### config.mk
export PLATFORM = sky130hd
export DESIGN_NAME = lbs_seq
export DESIGN_NICKNAME = d
export VERILOG_FILES = /design/src/hdl/lbs_pkg.sv /design/src/hdl/lbs_seq.sv
export SDC_FILE = /design/constraint.sdc
export NUM_CORES = 1
export LEC_CHECK = 0
export BUFFER_PORTS_ARGS = -buffer_cell sky130_fd_sc_hd__buf_2
export CAP_MARGIN = 25
export CORE_MARGIN = 2
export CORE_UTILIZATION = 50
export DETAILED_ROUTE_END_ITERATION = 8
export GPL_TIMING_DRIVEN = 0
export PLACE_DENSITY = 0.74
export SLEW_MARGIN = 20
export SYNTH_ARGS = -nofsm -noshare
export SYNTH_HDL_FRONTEND = slang
export SYNTH_SLANG_ARGS = --single-unit
### constraint.sdc
create_clock -name clock -period 4.6 [get_ports clock]
set_input_delay 1.15 -clock clock [delete_from_list [all_inputs] [get_ports clock]]
set_output_delay 1.15 -clock clock [all_outputs]
set_load 0.02 [all_outputs]
### src/hdl/lbs_pkg.sv
`default_nettype none

package lbs_pkg;

   typedef enum logic [2:0] {
      OP_ADD      = 3'd0,
      OP_REMOVE   = 3'd1,
      OP_CONTAINS = 3'd2,
      OP_REWIND   = 3'd3,
      OP_READ     = 3'd4
   } op_type;

   typedef struct packed {
      logic [2:0]  op;
      logic [15:0] index;
      logic [16:0] count;
   } req_type;

   typedef struct packed {
      logic        member;
      logic [16:0] next_index;
      logic [7:0]  byte_value;
      logic        last;
   } rsp_type;

   // The mark never passes 2^16 leaves, so no more than 8192 bytes are ever written.
   localparam logic [16:0] MARK_MAX       = 17'h10000;
   localparam int          MAX_MARK_BYTES = 8192;

endpackage

`default_nettype wire

### src/hdl/lbs_seq.sv
`default_nettype none

module lbs_seq #(
   parameter  int LEAF_CAPACITY  = 65536,
   parameter  int MAX_READ_BYTES = 64,
   localparam int MemDepth = (((LEAF_CAPACITY + 7) / 8) < lbs_pkg::MAX_MARK_BYTES) ?
                             ((LEAF_CAPACITY + 7) / 8) : lbs_pkg::MAX_MARK_BYTES,
   localparam int AW       = (MemDepth > 1) ? $clog2(MemDepth) : 1
) (
   input  wire logic             clock,
   input  wire logic             reset,
   input  wire logic             start,
   output logic                  busy,
   input  wire lbs_pkg::req_type req_item,
   output logic                  rsp_valid,
   output lbs_pkg::rsp_type      rsp_item,
   output logic                  ram_we,
   output logic [AW-1:0]         ram_waddr,
   output logic [7:0]            ram_wdata,
   output logic [AW-1:0]         ram_raddr,
   input  wire logic [7:0]       ram_rdata
);

   import lbs_pkg::*;

   localparam int KW = (MAX_READ_BYTES > 1) ? $clog2(MAX_READ_BYTES) : 1;
   localparam int NW = $clog2(MAX_READ_BYTES + 1);
   localparam logic [16:0] LIM = (LEAF_CAPACITY < 65536) ? 17'(LEAF_CAPACITY) : MARK_MAX;

   typedef enum logic [2:0] {
      S_CLEAR,
      S_IDLE,
      S_BIT,
      S_RW_FIRST,
      S_RW_ZERO,
      S_RD_ISSUE
   } state_type;

   state_type     state_ff,  state_in;
   req_type       req_ff,    req_in;
   logic [16:0]   hw_ff,     hw_in;
   logic [AW-1:0] ptr_ff,    ptr_in;
   logic [AW-1:0] end_ff,    end_in;
   logic [16:0]   cnt_ff,    cnt_in;
   logic [KW-1:0] k_ff,      k_in;
   logic [KW-1:0] klast_ff,  klast_in;
   logic          p_ff,      p_in;
   logic          p_ok_ff,   p_ok_in;
   logic          p_last_ff, p_last_in;
   logic          rsp_valid_ff, rsp_valid_in;
   rsp_type       rsp_ff,    rsp_in;

   logic          accept;
   logic [16:0]   cnt_sat;
   logic [16:0]   hw_m1;
   logic [NW-1:0] n_req;
   logic [16:0]   rd_byte;
   logic          rd_ok;
   logic [7:0]    bit_mask;
   logic          in_cap;

   function automatic rsp_type single_rsp(input logic [16:0] mark, input logic member);
      rsp_type r;
      r.member     = member;
      r.next_index = mark;
      r.byte_value = 8'd0;
      r.last       = 1'b1;
      return r;
   endfunction

   assign busy    = (state_ff != S_IDLE) || p_ff;
   assign accept  = start && !busy;
   assign cnt_sat = (req_item.count > LIM) ? LIM : req_item.count;
   assign hw_m1   = hw_ff - 17'd1;
   assign n_req   = (req_item.count > 17'(MAX_READ_BYTES)) ? NW'(MAX_READ_BYTES) :
                                                             NW'(req_item.count);
   assign rd_byte  = {1'b0, req_ff.index} + 17'(k_ff);
   assign rd_ok    = rd_byte < 17'(MemDepth);
   assign bit_mask = 8'h80 >> req_ff.index[2:0];
   assign in_cap   = {1'b0, req_ff.index} < LIM;

   // Read port: single-bit ops and a partial first rewind byte are looked up
   // in the same cycle that the item is accepted.
   always_comb begin
      ram_raddr = ptr_ff;
      if (state_ff == S_IDLE) begin
         if (req_item.op == OP_REWIND) begin
            ram_raddr = AW'(cnt_sat[16:3]);
         end else begin
            ram_raddr = AW'(req_item.index[15:3]);
         end
      end else if (state_ff == S_RD_ISSUE) begin
         ram_raddr = AW'(rd_byte);
      end
   end

   always_comb begin
      ram_we    = 1'b0;
      ram_waddr = ptr_ff;
      ram_wdata = 8'd0;
      unique case (state_ff)
         S_CLEAR: begin
            ram_we = 1'b1;
         end
         S_BIT: begin
            ram_we    = in_cap && (req_ff.op == OP_ADD || req_ff.op == OP_REMOVE);
            ram_waddr = AW'(req_ff.index[15:3]);
            ram_wdata = (req_ff.op == OP_ADD) ? (ram_rdata | bit_mask) :
                                                (ram_rdata & ~bit_mask);
         end
         S_RW_FIRST: begin
            // Leaves below the new count keep their bits.
            ram_we    = 1'b1;
            ram_wdata = ram_rdata & ~(8'hff >> cnt_ff[2:0]);
         end
         S_RW_ZERO: begin
            // Bits at or above the mark are always clear, so whole bytes go to zero.
            ram_we = 1'b1;
         end
         default: begin
            ram_we = 1'b0;
         end
      endcase
   end

   always_comb begin
      state_in     = state_ff;
      req_in       = req_ff;
      hw_in        = hw_ff;
      ptr_in       = ptr_ff;
      end_in       = end_ff;
      cnt_in       = cnt_ff;
      k_in         = k_ff;
      klast_in     = klast_ff;
      p_in         = 1'b0;
      p_ok_in      = rd_ok;
      p_last_in    = (k_ff == klast_ff);
      rsp_valid_in = 1'b0;
      rsp_in       = rsp_ff;

      if (p_ff) begin
         rsp_valid_in      = 1'b1;
         rsp_in.member     = 1'b0;
         rsp_in.next_index = hw_ff;
         rsp_in.byte_value = p_ok_ff ? ram_rdata : 8'd0;
         rsp_in.last       = p_last_ff;
      end

      unique case (state_ff)
         S_CLEAR: begin
            ptr_in = ptr_ff + 1'b1;
            if (ptr_ff == AW'(MemDepth - 1)) begin
               state_in = S_IDLE;
            end
         end
         S_IDLE: begin
            if (accept) begin
               req_in = req_item;
               case (req_item.op) inside
                  OP_ADD, OP_REMOVE, OP_CONTAINS: begin
                     state_in = S_BIT;
                  end
                  OP_REWIND: begin
                     cnt_in = cnt_sat;
                     if (cnt_sat < hw_ff) begin
                        ptr_in   = AW'(cnt_sat[16:3]);
                        end_in   = AW'(hw_m1[16:3]);
                        state_in = (cnt_sat[2:0] != 3'd0) ? S_RW_FIRST : S_RW_ZERO;
                     end else begin
                        hw_in        = cnt_sat;
                        rsp_valid_in = 1'b1;
                        rsp_in       = single_rsp(cnt_sat, 1'b0);
                     end
                  end
                  OP_READ: begin
                     if (n_req != '0) begin
                        k_in     = '0;
                        klast_in = KW'(n_req - 1'b1);
                        state_in = S_RD_ISSUE;
                     end
                  end
                  default: begin
                     rsp_valid_in = 1'b1;
                     rsp_in       = single_rsp(hw_ff, 1'b0);
                  end
               endcase
            end
         end
         S_BIT: begin
            if (req_ff.op == OP_ADD && in_cap && {1'b0, req_ff.index} >= hw_ff) begin
               hw_in = {1'b0, req_ff.index} + 17'd1;
            end
            rsp_valid_in = 1'b1;
            rsp_in = single_rsp(hw_in, in_cap && req_ff.op == OP_CONTAINS &&
                                       ((ram_rdata & bit_mask) != 8'd0));
            state_in = S_IDLE;
         end
         S_RW_FIRST, S_RW_ZERO: begin
            ptr_in = ptr_ff + 1'b1;
            if (ptr_ff == end_ff) begin
               hw_in        = cnt_ff;
               rsp_valid_in = 1'b1;
               rsp_in       = single_rsp(cnt_ff, 1'b0);
               state_in     = S_IDLE;
            end else begin
               state_in = S_RW_ZERO;
            end
         end
         S_RD_ISSUE: begin
            p_in = 1'b1;
            k_in = k_ff + 1'b1;
            if (k_ff == klast_ff) begin
               state_in = S_IDLE;
            end
         end
         default: begin
            state_in = S_IDLE;
         end
      endcase
   end

   always_ff @(posedge clock) begin
      if (reset) begin
         state_ff     <= S_CLEAR;
         ptr_ff       <= '0;
         hw_ff        <= '0;
         p_ff         <= 1'b0;
         rsp_valid_ff <= 1'b0;
      end else begin
         state_ff     <= state_in;
         ptr_ff       <= ptr_in;
         hw_ff        <= hw_in;
         p_ff         <= p_in;
         rsp_valid_ff <= rsp_valid_in;
      end
      req_ff    <= req_in;
      end_ff    <= end_in;
      cnt_ff    <= cnt_in;
      k_ff      <= k_in;
      klast_ff  <= klast_in;
      p_ok_ff   <= p_ok_in;
      p_last_ff <= p_last_in;
      rsp_ff    <= rsp_in;
   end

   assign rsp_valid = rsp_valid_ff;
   assign rsp_item  = rsp_ff;

   a_mark_bound: assert property (@(posedge clock) disable iff (reset)
      hw_ff <= LIM)
      else $error("high-water mark beyond leaf limit");

   a_idle_no_write: assert property (@(posedge clock) disable iff (reset)
      state_ff == S_IDLE |-> !ram_we)
      else $error("store written while idle");

   a_burst_gapless: assert property (@(posedge clock) disable iff (reset)
      rsp_valid_ff && !rsp_ff.last |=> rsp_valid_ff)
      else $error("read burst has a gap before its last byte");

   a_empty_read: assert property (@(posedge clock) disable iff (reset)
      accept && req_item.op == OP_READ && req_item.count == 17'd0 |=> !busy && !rsp_valid_ff)
      else $error("zero-length read produced work");

endmodule

`default_nettype wire

==> impl_metrics.py, run 1 <==
metrics = {
    "status": {
        "status": "finished, final reports clean",
    },
    "power_and_ir_drop": {
        "seqPwrFrac_pct": 41.2,
        "p_sw_share_pct": 27.7,
        "pwr_density_cell_nw_per_um2": 274,
        "peakVddDrop_mv": 0.256,
        "power_frac_comb_pct": 13.8,
        "clkPwrFrac_pct": 44.9,
        "internal-power_mw": 2.16,
        "netSwitchingPower_uw": 826,
        "cellLeakagePower_nw": 4.29,
        "power_mw": 2.98,
    },
    "sta": {
        "finalHoldViolCount": 0,
        "fin_worst_skew_ns": 0.0117,
        "relSlewSlack_pct": 24.3,
        "maxSlewViolCount": 0,
        "period_share_pct": 98.3,
        "rsz0062_at_grt": "no",
        "max_clock_freq_mhz": 221,
        "fin_crit_ns": 4.52,
        "setup_viol": 0,
        "worstMarginPinSlew_ns": 1.13,
        "finalSetupTns_ns": 0,
    },
    "detailed_routing": {
        "avgViaCountPerCell": 6.77,
        "wl_um": 37300,
        "ant_nets": 0,
        "dr.pass1.iters": 6,
        "drtIter0Drc": 1292,
        "vias": 9966,
        "post_drt_wl_per_cell_um": 25.3,
        "drc": 0,
    },
    "floorplanning": {
        "start_util_pct": 50.5,
        "die_w_um": 141,
        "dieHeight_um": 141,
        "io_pins": 111,
        "core_um2": 18600,
        "rows": 50,
        "dieArea_um2": 19900,
    },
    "final_layout": {
        "final_cells": 1471,
        "layout.nets": 1318,
        "syn_to_final_growth_pct": 15.9,
        "postLayoutCoreUtil_pct": 58.6,
        "drive_gt1_share_pct": 18.8,
    },
    "grt": {
        "grt_start_max_net_pins": 24,
        "grt_pass1_wl_um": 55600,
        "antenna_found_initial": 1,
        "first_global_vias": 9328,
        "grt_usage_pct": 37.4,
        "overflow": 0,
    },
    "synth": {
        "synth_edf_count": 61,
        "syn_nets": 1185,
        "avgSynthCellArea_um2": 8.62,
        "synth_flop_cell": "dfxtp_1",
        "async_flop_share_pct": 0,
        "syn-cell-area_um2": 9390,
        "synth-seq-area-share_pct": 33.2,
        "ys_warn_count": 0,
        "ys_types": 81,
        "ys_ff_latch": 125,
        "synthCells": 1089,
    },
    "clocking": {
        "cts_max_level": 4,
        "hold_buffers": 0,
        "clockBufferDepth": 2,
        "clockRootBuffer": "clkbuf_16",
        "cts_tree": "yes",
        "cts_inserted_buffers": 17,
        "cts.clk_slew.worst_paths_ns": 0.06,
        "clk-insertion-delay-late_ns": 0.44,
        "clkSinkCount": 125,
    },
    "place": {
        "dpl.hpwl_um": 27600,
        "gp_congestion": 1.07,
        "dpl.cell_count": 1432,
        "io_buffers": 109,
    },
    "setup_path": {
        "path_class": "reg -> out",
        "start_kind": "flip-flop",
        "cp-end-kind": "output pin",
        "required_ns": 3.45,
        "worstPathMaxFanout": 10,
        "arrival_ns": 3.37,
    },
    "flow_run": {
        "cap_viol_max_count": 0,
    },
    "worst_hold_path": {
        "worstHoldPathType": "reg -> reg",
    },
}
[Yosys cell counts, types with 4 or more instances]
cell | n | area [um2]
xor2_1 | 26 | 228
nor2_1 | 81 | 304
or4_1 | 5 | 37.5
o31ai_1 | 7 | 52.6
clkbuf_1 | 49 | 184
a21o_1 | 6 | 45.0
a21oi_2 | 10 | 87.6
a211oi_1 | 16 | 120
nor4_1 | 10 | 62.6
nand4_1 | 12 | 75.1
a311oi_2 | 9 | 135
buf_1 | 4 | 15.0
mux2_2 | 19 | 214
mux2i_1 | 22 | 220
o311ai_0 | 19 | 166
inv_1 | 44 | 165
dfxtp_1 | 64 | 1280
nor2b_1 | 13 | 81.3
ha_1 | 48 | 601
a31oi_1 | 7 | 43.8
o22ai_1 | 17 | 106
nand2_1 | 116 | 435
xnor2_1 | 29 | 254
nor3_1 | 27 | 135
o21a_1 | 6 | 45.0
buf_2 | 13 | 65.1
edfxtp_1 | 61 | 1830
o221ai_1 | 17 | 149
and3_1 | 12 | 75.1
o21ai_0 | 50 | 250
or2_2 | 4 | 25.0
a22oi_1 | 14 | 105
a32oi_1 | 10 | 87.6
a21oi_1 | 98 | 490
a221oi_1 | 4 | 35.0
a311oi_1 | 9 | 78.8
o211ai_1 | 18 | 135
nand2b_1 | 23 | 144
nand3_1 | 22 | 110
[metal layers]
| layer | track usage (%) | part of all wire (%) | vias up |
|---|---|---|---|
| met5 | 0 | 0 | - |
| met4 | 19.3 | 5.7 | 0 |
| met3 | 9.17 | 12 | 182 |
| met2 | 56.6 | 43 | 749 |
| met1 | 49.8 | 40 | 4643 |
| li1 | - | - | 4392 |
[critical path, cell delays in order, from the launching register on]
cell      delay (ns)
dfxtp_1         0.35
clkbuf_1        0.45
nor2b_1         0.51
nand2_1         0.18
clkbuf_1        0.40
clkbuf_1        0.45
o221ai_1        0.35
buf_2           0.23
[cell usage in the layout (no fill, tap or decap), types with 6 or more instances in the layout]
cell and instances:
edfxtp_1 61, xnor2_1 28, a22oi_1 14, inv_1 44, o21ai_0 50, mux2i_1 22
o311ai_0 19, nor4_1 9, nor3_1 27, clkbuf_16 20, a311oi_1 9, o21a_1 6
o221ai_1 17, nand4_1 12, a21oi_1 98, a21o_1 6, nand2b_1 23, mux2_2 19
nor2_1 79, buf_2 122, dfxtp_1 64, and3_1 12, nand2_1 116, a211oi_1 16
a21oi_2 10, clkbuf_1 47, o22ai_1 17, a311oi_2 9, ha_1 48, a31oi_1 7
o211ai_1 18, a32oi_1 10, xor2_1 26, nor2b_1 13, buf_4 7, nand3_1 22
o31ai_1 7
[what timing repair did]
action                                 CTS  global route
pin swaps                                2             0
setup buffers                            6             0
gates resized for setup                  2             7
setup endpoints to repair               70            17
endpoints found under the hold margin    0             0
[metrics by stage]
| step | hold slack, ns | setup WS (ns) | instance area, um2 |
|---|---|---|---|
| floorplan | 0.417 | 0.553 | 9390 |
| global placement | 0.444 | -0.860 | 10200 |
| detailed placement | 0.438 | -0.880 | 10200 |
| CTS | 0.468 | 0.0671 | 10900 |
| global route | 0.478 | 0.0468 | 10900 |
| finish | 0.466 | 0.0803 | 10900 |
[cell type report]
class,count,area (um2)
clock inverters,9,53.8
inverters,45,171
repair buffers,115,591
fillers,1698,7700
clock buffers,23,522
well taps,234,293
multi-input cells,849,5830
plain buffers,69,309
diodes,2,5.00
flip-flops and latches,125,3110
[sequential cells by signal, summed over array words and instances, names as in the netlist]
name,count
rsp_item,27
req_ff,19
cnt_ff,17
hw_ff,17
end_ff,13
ptr_ff,13
k_ff,6
klast_ff,6
state_ff,3
p_ff,1
p_last_ff,1
p_ok_ff,1
rsp_valid,1
[path summary, 6_finish.rpt]
check	from	to	slack (ns)	depth (start not counted)
worst min-delay path	p_last_ff$_DFF_P_	rsp_item[0]$_DFF_P_	0.47	1
worst min register to register	p_last_ff$_DFF_P_	rsp_item[0]$_DFF_P_	0.47	1
worst max register to register	hw_ff[9]$_SDFFE_PP0P_	rsp_item[20]$_DFF_P_	0.92	10
worst max-delay path	state_ff[0]$_SDFFE_PP0P_	ram_raddr[7]	0.08	7
[power groups by stage]
| stage | Sequential (mW) | Clock (mW) | Combinational [mW] |
|---|---|---|---|
| 2_1_floorplan | 1.29 | 0 | 0.213 |
| 3_3_place_gp | 1.25 | 0 | 0.396 |
| 3_5_place_dp | 1.25 | 0 | 0.401 |
| 4_1_cts | 1.23 | 1.34 | 0.402 |
| 5_1_grt | 1.23 | 1.37 | 0.441 |
| 6_report | 1.23 | 1.34 | 0.413 |
[kinds of logic (layout without fill, tap and decap cells)]
kind of cell	count (synthesis)	in the layout	share of synthesized area (%)
mux	41	41	4.63
fa+ha+maj	49	49	6.61
xor+xnor	55	55	5.13
flops	125	125	33.2
compound gates	354	354	27.0
other cells	0	2	0
simple gates	350	350	18.4
buf+inv	115	261	5.09
Note: power is estimated with default switching activity, not from simulation.
==> run 2, diff against run 1 <==
- RECOVER_POWER: not set -> 25
==> run 2 against run 1 <==
Effect of this change:
- cell area is 0.48% lower
- routed wire length is 0.33% higher
- clock-buffer cell count stayed put
- highest routed layer unchanged
==> impl_metrics.py, run 2 (synthesis results as in run 1) <==
metrics = {
    "grt": {
        "first_global_vias": 9328,
        "grt_pass1_wl_um": 55600,
        "antenna_found_initial": 1,
        "grt_start_max_net_pins": 24,
        "overflow": 0,
        "grt_usage_pct": 37.4,
    },
    "detailed_routing": {
        "dr.pass1.iters": 8,
        "avgViaCountPerCell": 6.84,
        "drtIter0Drc": 1205,
        "dr_wl_met3_um": 4700,
        "post_drt_wl_per_cell_um": 25.4,
        "wl_um": 37400,
        "maxUsedRoutingLayer": "met4",
        "wl_met2_um": 15900,
        "ant_nets": 0,
        "drc": 0,
        "wl_met1_um": 14500,
        "vias": 10100,
    },
    "power_and_ir_drop": {
        "p_sw_share_pct": 27.8,
        "netSwitchingPower_uw": 827,
        "power_frac_comb_pct": 13.5,
        "clkPwrFrac_pct": 45.1,
        "internal-power_mw": 2.15,
        "seqPwrFrac_pct": 41.4,
        "power_mw": 2.97,
        "pwr_density_cell_nw_per_um2": 275,
        "cellLeakagePower_nw": 4.17,
        "peakVddDrop_mv": 0.257,
    },
    "floorplanning": {
        "dieHeight_um": 141,
        "rows": 50,
        "io_pins": 111,
        "die_w_um": 141,
        "core_um2": 18600,
        "start_util_pct": 50.5,
        "dieArea_um2": 19900,
    },
    "setup_path": {
        "required_ns": 3.45,
        "start_kind": "flip-flop",
        "worstPathMaxFanout": 10,
        "arrival_ns": 3.41,
        "path_class": "reg -> out",
        "cp-end-kind": "output pin",
    },
    "final_layout": {
        "fillCellCount": 1723,
        "final_cell_area_um2": 10800,
        "largest_reg_flops": 27,
        "postLayoutCoreUtil_pct": 58.3,
        "multi_input_area_um2": 5820,
        "final_cells": 1471,
        "final_common_cell": "nand2_1",
        "syn_to_final_growth_pct": 15.4,
        "drive_gt1_share_pct": 15.7,
        "mostFrequentLayoutCells": "116 x nand2_1, 98 x a21oi_1, 85 x buf_2",
        "layout.nets": 1318,
        "seqCellArea_um2": 3110,
    },
    "sta": {
        "rsz0062_at_grt": "no",
        "period_share_pct": 99.2,
        "finalHoldViolCount": 0,
        "worstMarginPinSlew_ns": 1.09,
        "maxSlewViolCount": 0,
        "fin_worst_skew_ns": 0.0125,
        "setup_viol": 0,
        "relSlewSlack_pct": 26.8,
        "fin_crit_ns": 4.56,
        "max_clock_freq_mhz": 219,
    },
    "clocking": {
        "clockBufferDepth": 2,
        "clk-insertion-delay-late_ns": 0.44,
        "cts_inserted_buffers": 17,
        "clockRootBuffer": "clkbuf_16",
        "cts.clk_slew.worst_paths_ns": 0.06,
        "cts_tree": "yes",
        "cts_max_level": 4,
        "hold_buffers": 0,
        "clkSinkCount": 125,
    },
    "status": {
        "status": "finished, final reports clean",
    },
    "place": {
        "placed_area_um2": 10200,
        "dpl.hpwl_um": 27600,
        "dpl.cell_count": 1432,
        "gp_congestion": 1.07,
        "io_buffers": 109,
    },
    "flow_run": {
        "cap_viol_max_count": 0,
    },
    "worst_hold_path": {
        "worstHoldPathType": "reg -> reg",
    },
}
[run 2: changes by cell type in the layout (fill, tap and decap cells not counted), sizes merged]
cell,change
buf,-37
clkbuf,+37
[run 2: per-layer routing]
layer | track usage [%] | vias to the layer above
li1 | - | 4394
met1 | 49.8 | 4682
met2 | 56.6 | 786
met3 | 9.17 | 204
met4 | 19.3 | 0
met5 | 0 | -
[run 2: what timing repair did]
action	in CTS	in global routing
gates resized for setup	2	7
setup buffers	6	0
setup endpoints to repair	70	17
pin swaps	2	0
[run 2: path summary, 6_finish.rpt]
kind,startpoint,depth (start not counted),slack [ns],end
setup reg to reg,hw_ff[9]$_SDFFE_PP0P_,10,0.96,rsp_item[20]$_DFF_P_
setup / recovery,state_ff[0]$_SDFFE_PP0P_,7,0.04,ram_raddr[7]
hold / removal,rsp_item[26]$_DFF_P_,2,0.47,rsp_item[26]$_DFF_P_
hold reg to reg,rsp_item[26]$_DFF_P_,2,0.47,rsp_item[26]$_DFF_P_
[run 2: worst max-delay path, stage by stage (launching register included)]
cell and delay (ns):
dfxtp_1 0.35, clkbuf_1 0.46, nor2b_1 0.53, nand2_1 0.18, clkbuf_1 0.40, clkbuf_1 0.46
o221ai_1 0.36, buf_2 0.23
[run 2: metrics by stage]
| stage | TNS (ns) | setup WS (ns) | hold WS, ns |
|---|---|---|---|
| floorplan | 0 | 0.553 | 0.417 |
| global placement | -48.89 | -0.860 | 0.444 |
| detailed placement | -51.76 | -0.880 | 0.438 |
| CTS | 0 | 0.0671 | 0.468 |
| global route | 0 | 0.0468 | 0.478 |
| finish | 0 | 0.0365 | 0.470 |
[run 2: final cells by class]
cell class                      instances  area share, %
Multi-Input combinational cell        849           53.7
Timing Repair Buffer                  115           5.04
Clock inverter                          9          0.497
Inverter                               45           1.58
Clock buffer                           23           4.82
Sequential cell                       125           28.7
Antenna cell                            2         0.0462
Buffer                                 69           2.84
Tap cell                              234           2.70
[run 2: power groups by stage]
| stage | sequential [mW] | clock, mW | combinational [mW] |
|---|---|---|---|
| finish | 1.23 | 1.34 | 0.403 |
| detailed placement | 1.25 | 0 | 0.401 |
| floorplan | 1.29 | 0 | 0.213 |
| global placement | 1.25 | 0 | 0.396 |
| CTS | 1.23 | 1.34 | 0.402 |
| global route | 1.23 | 1.37 | 0.431 |
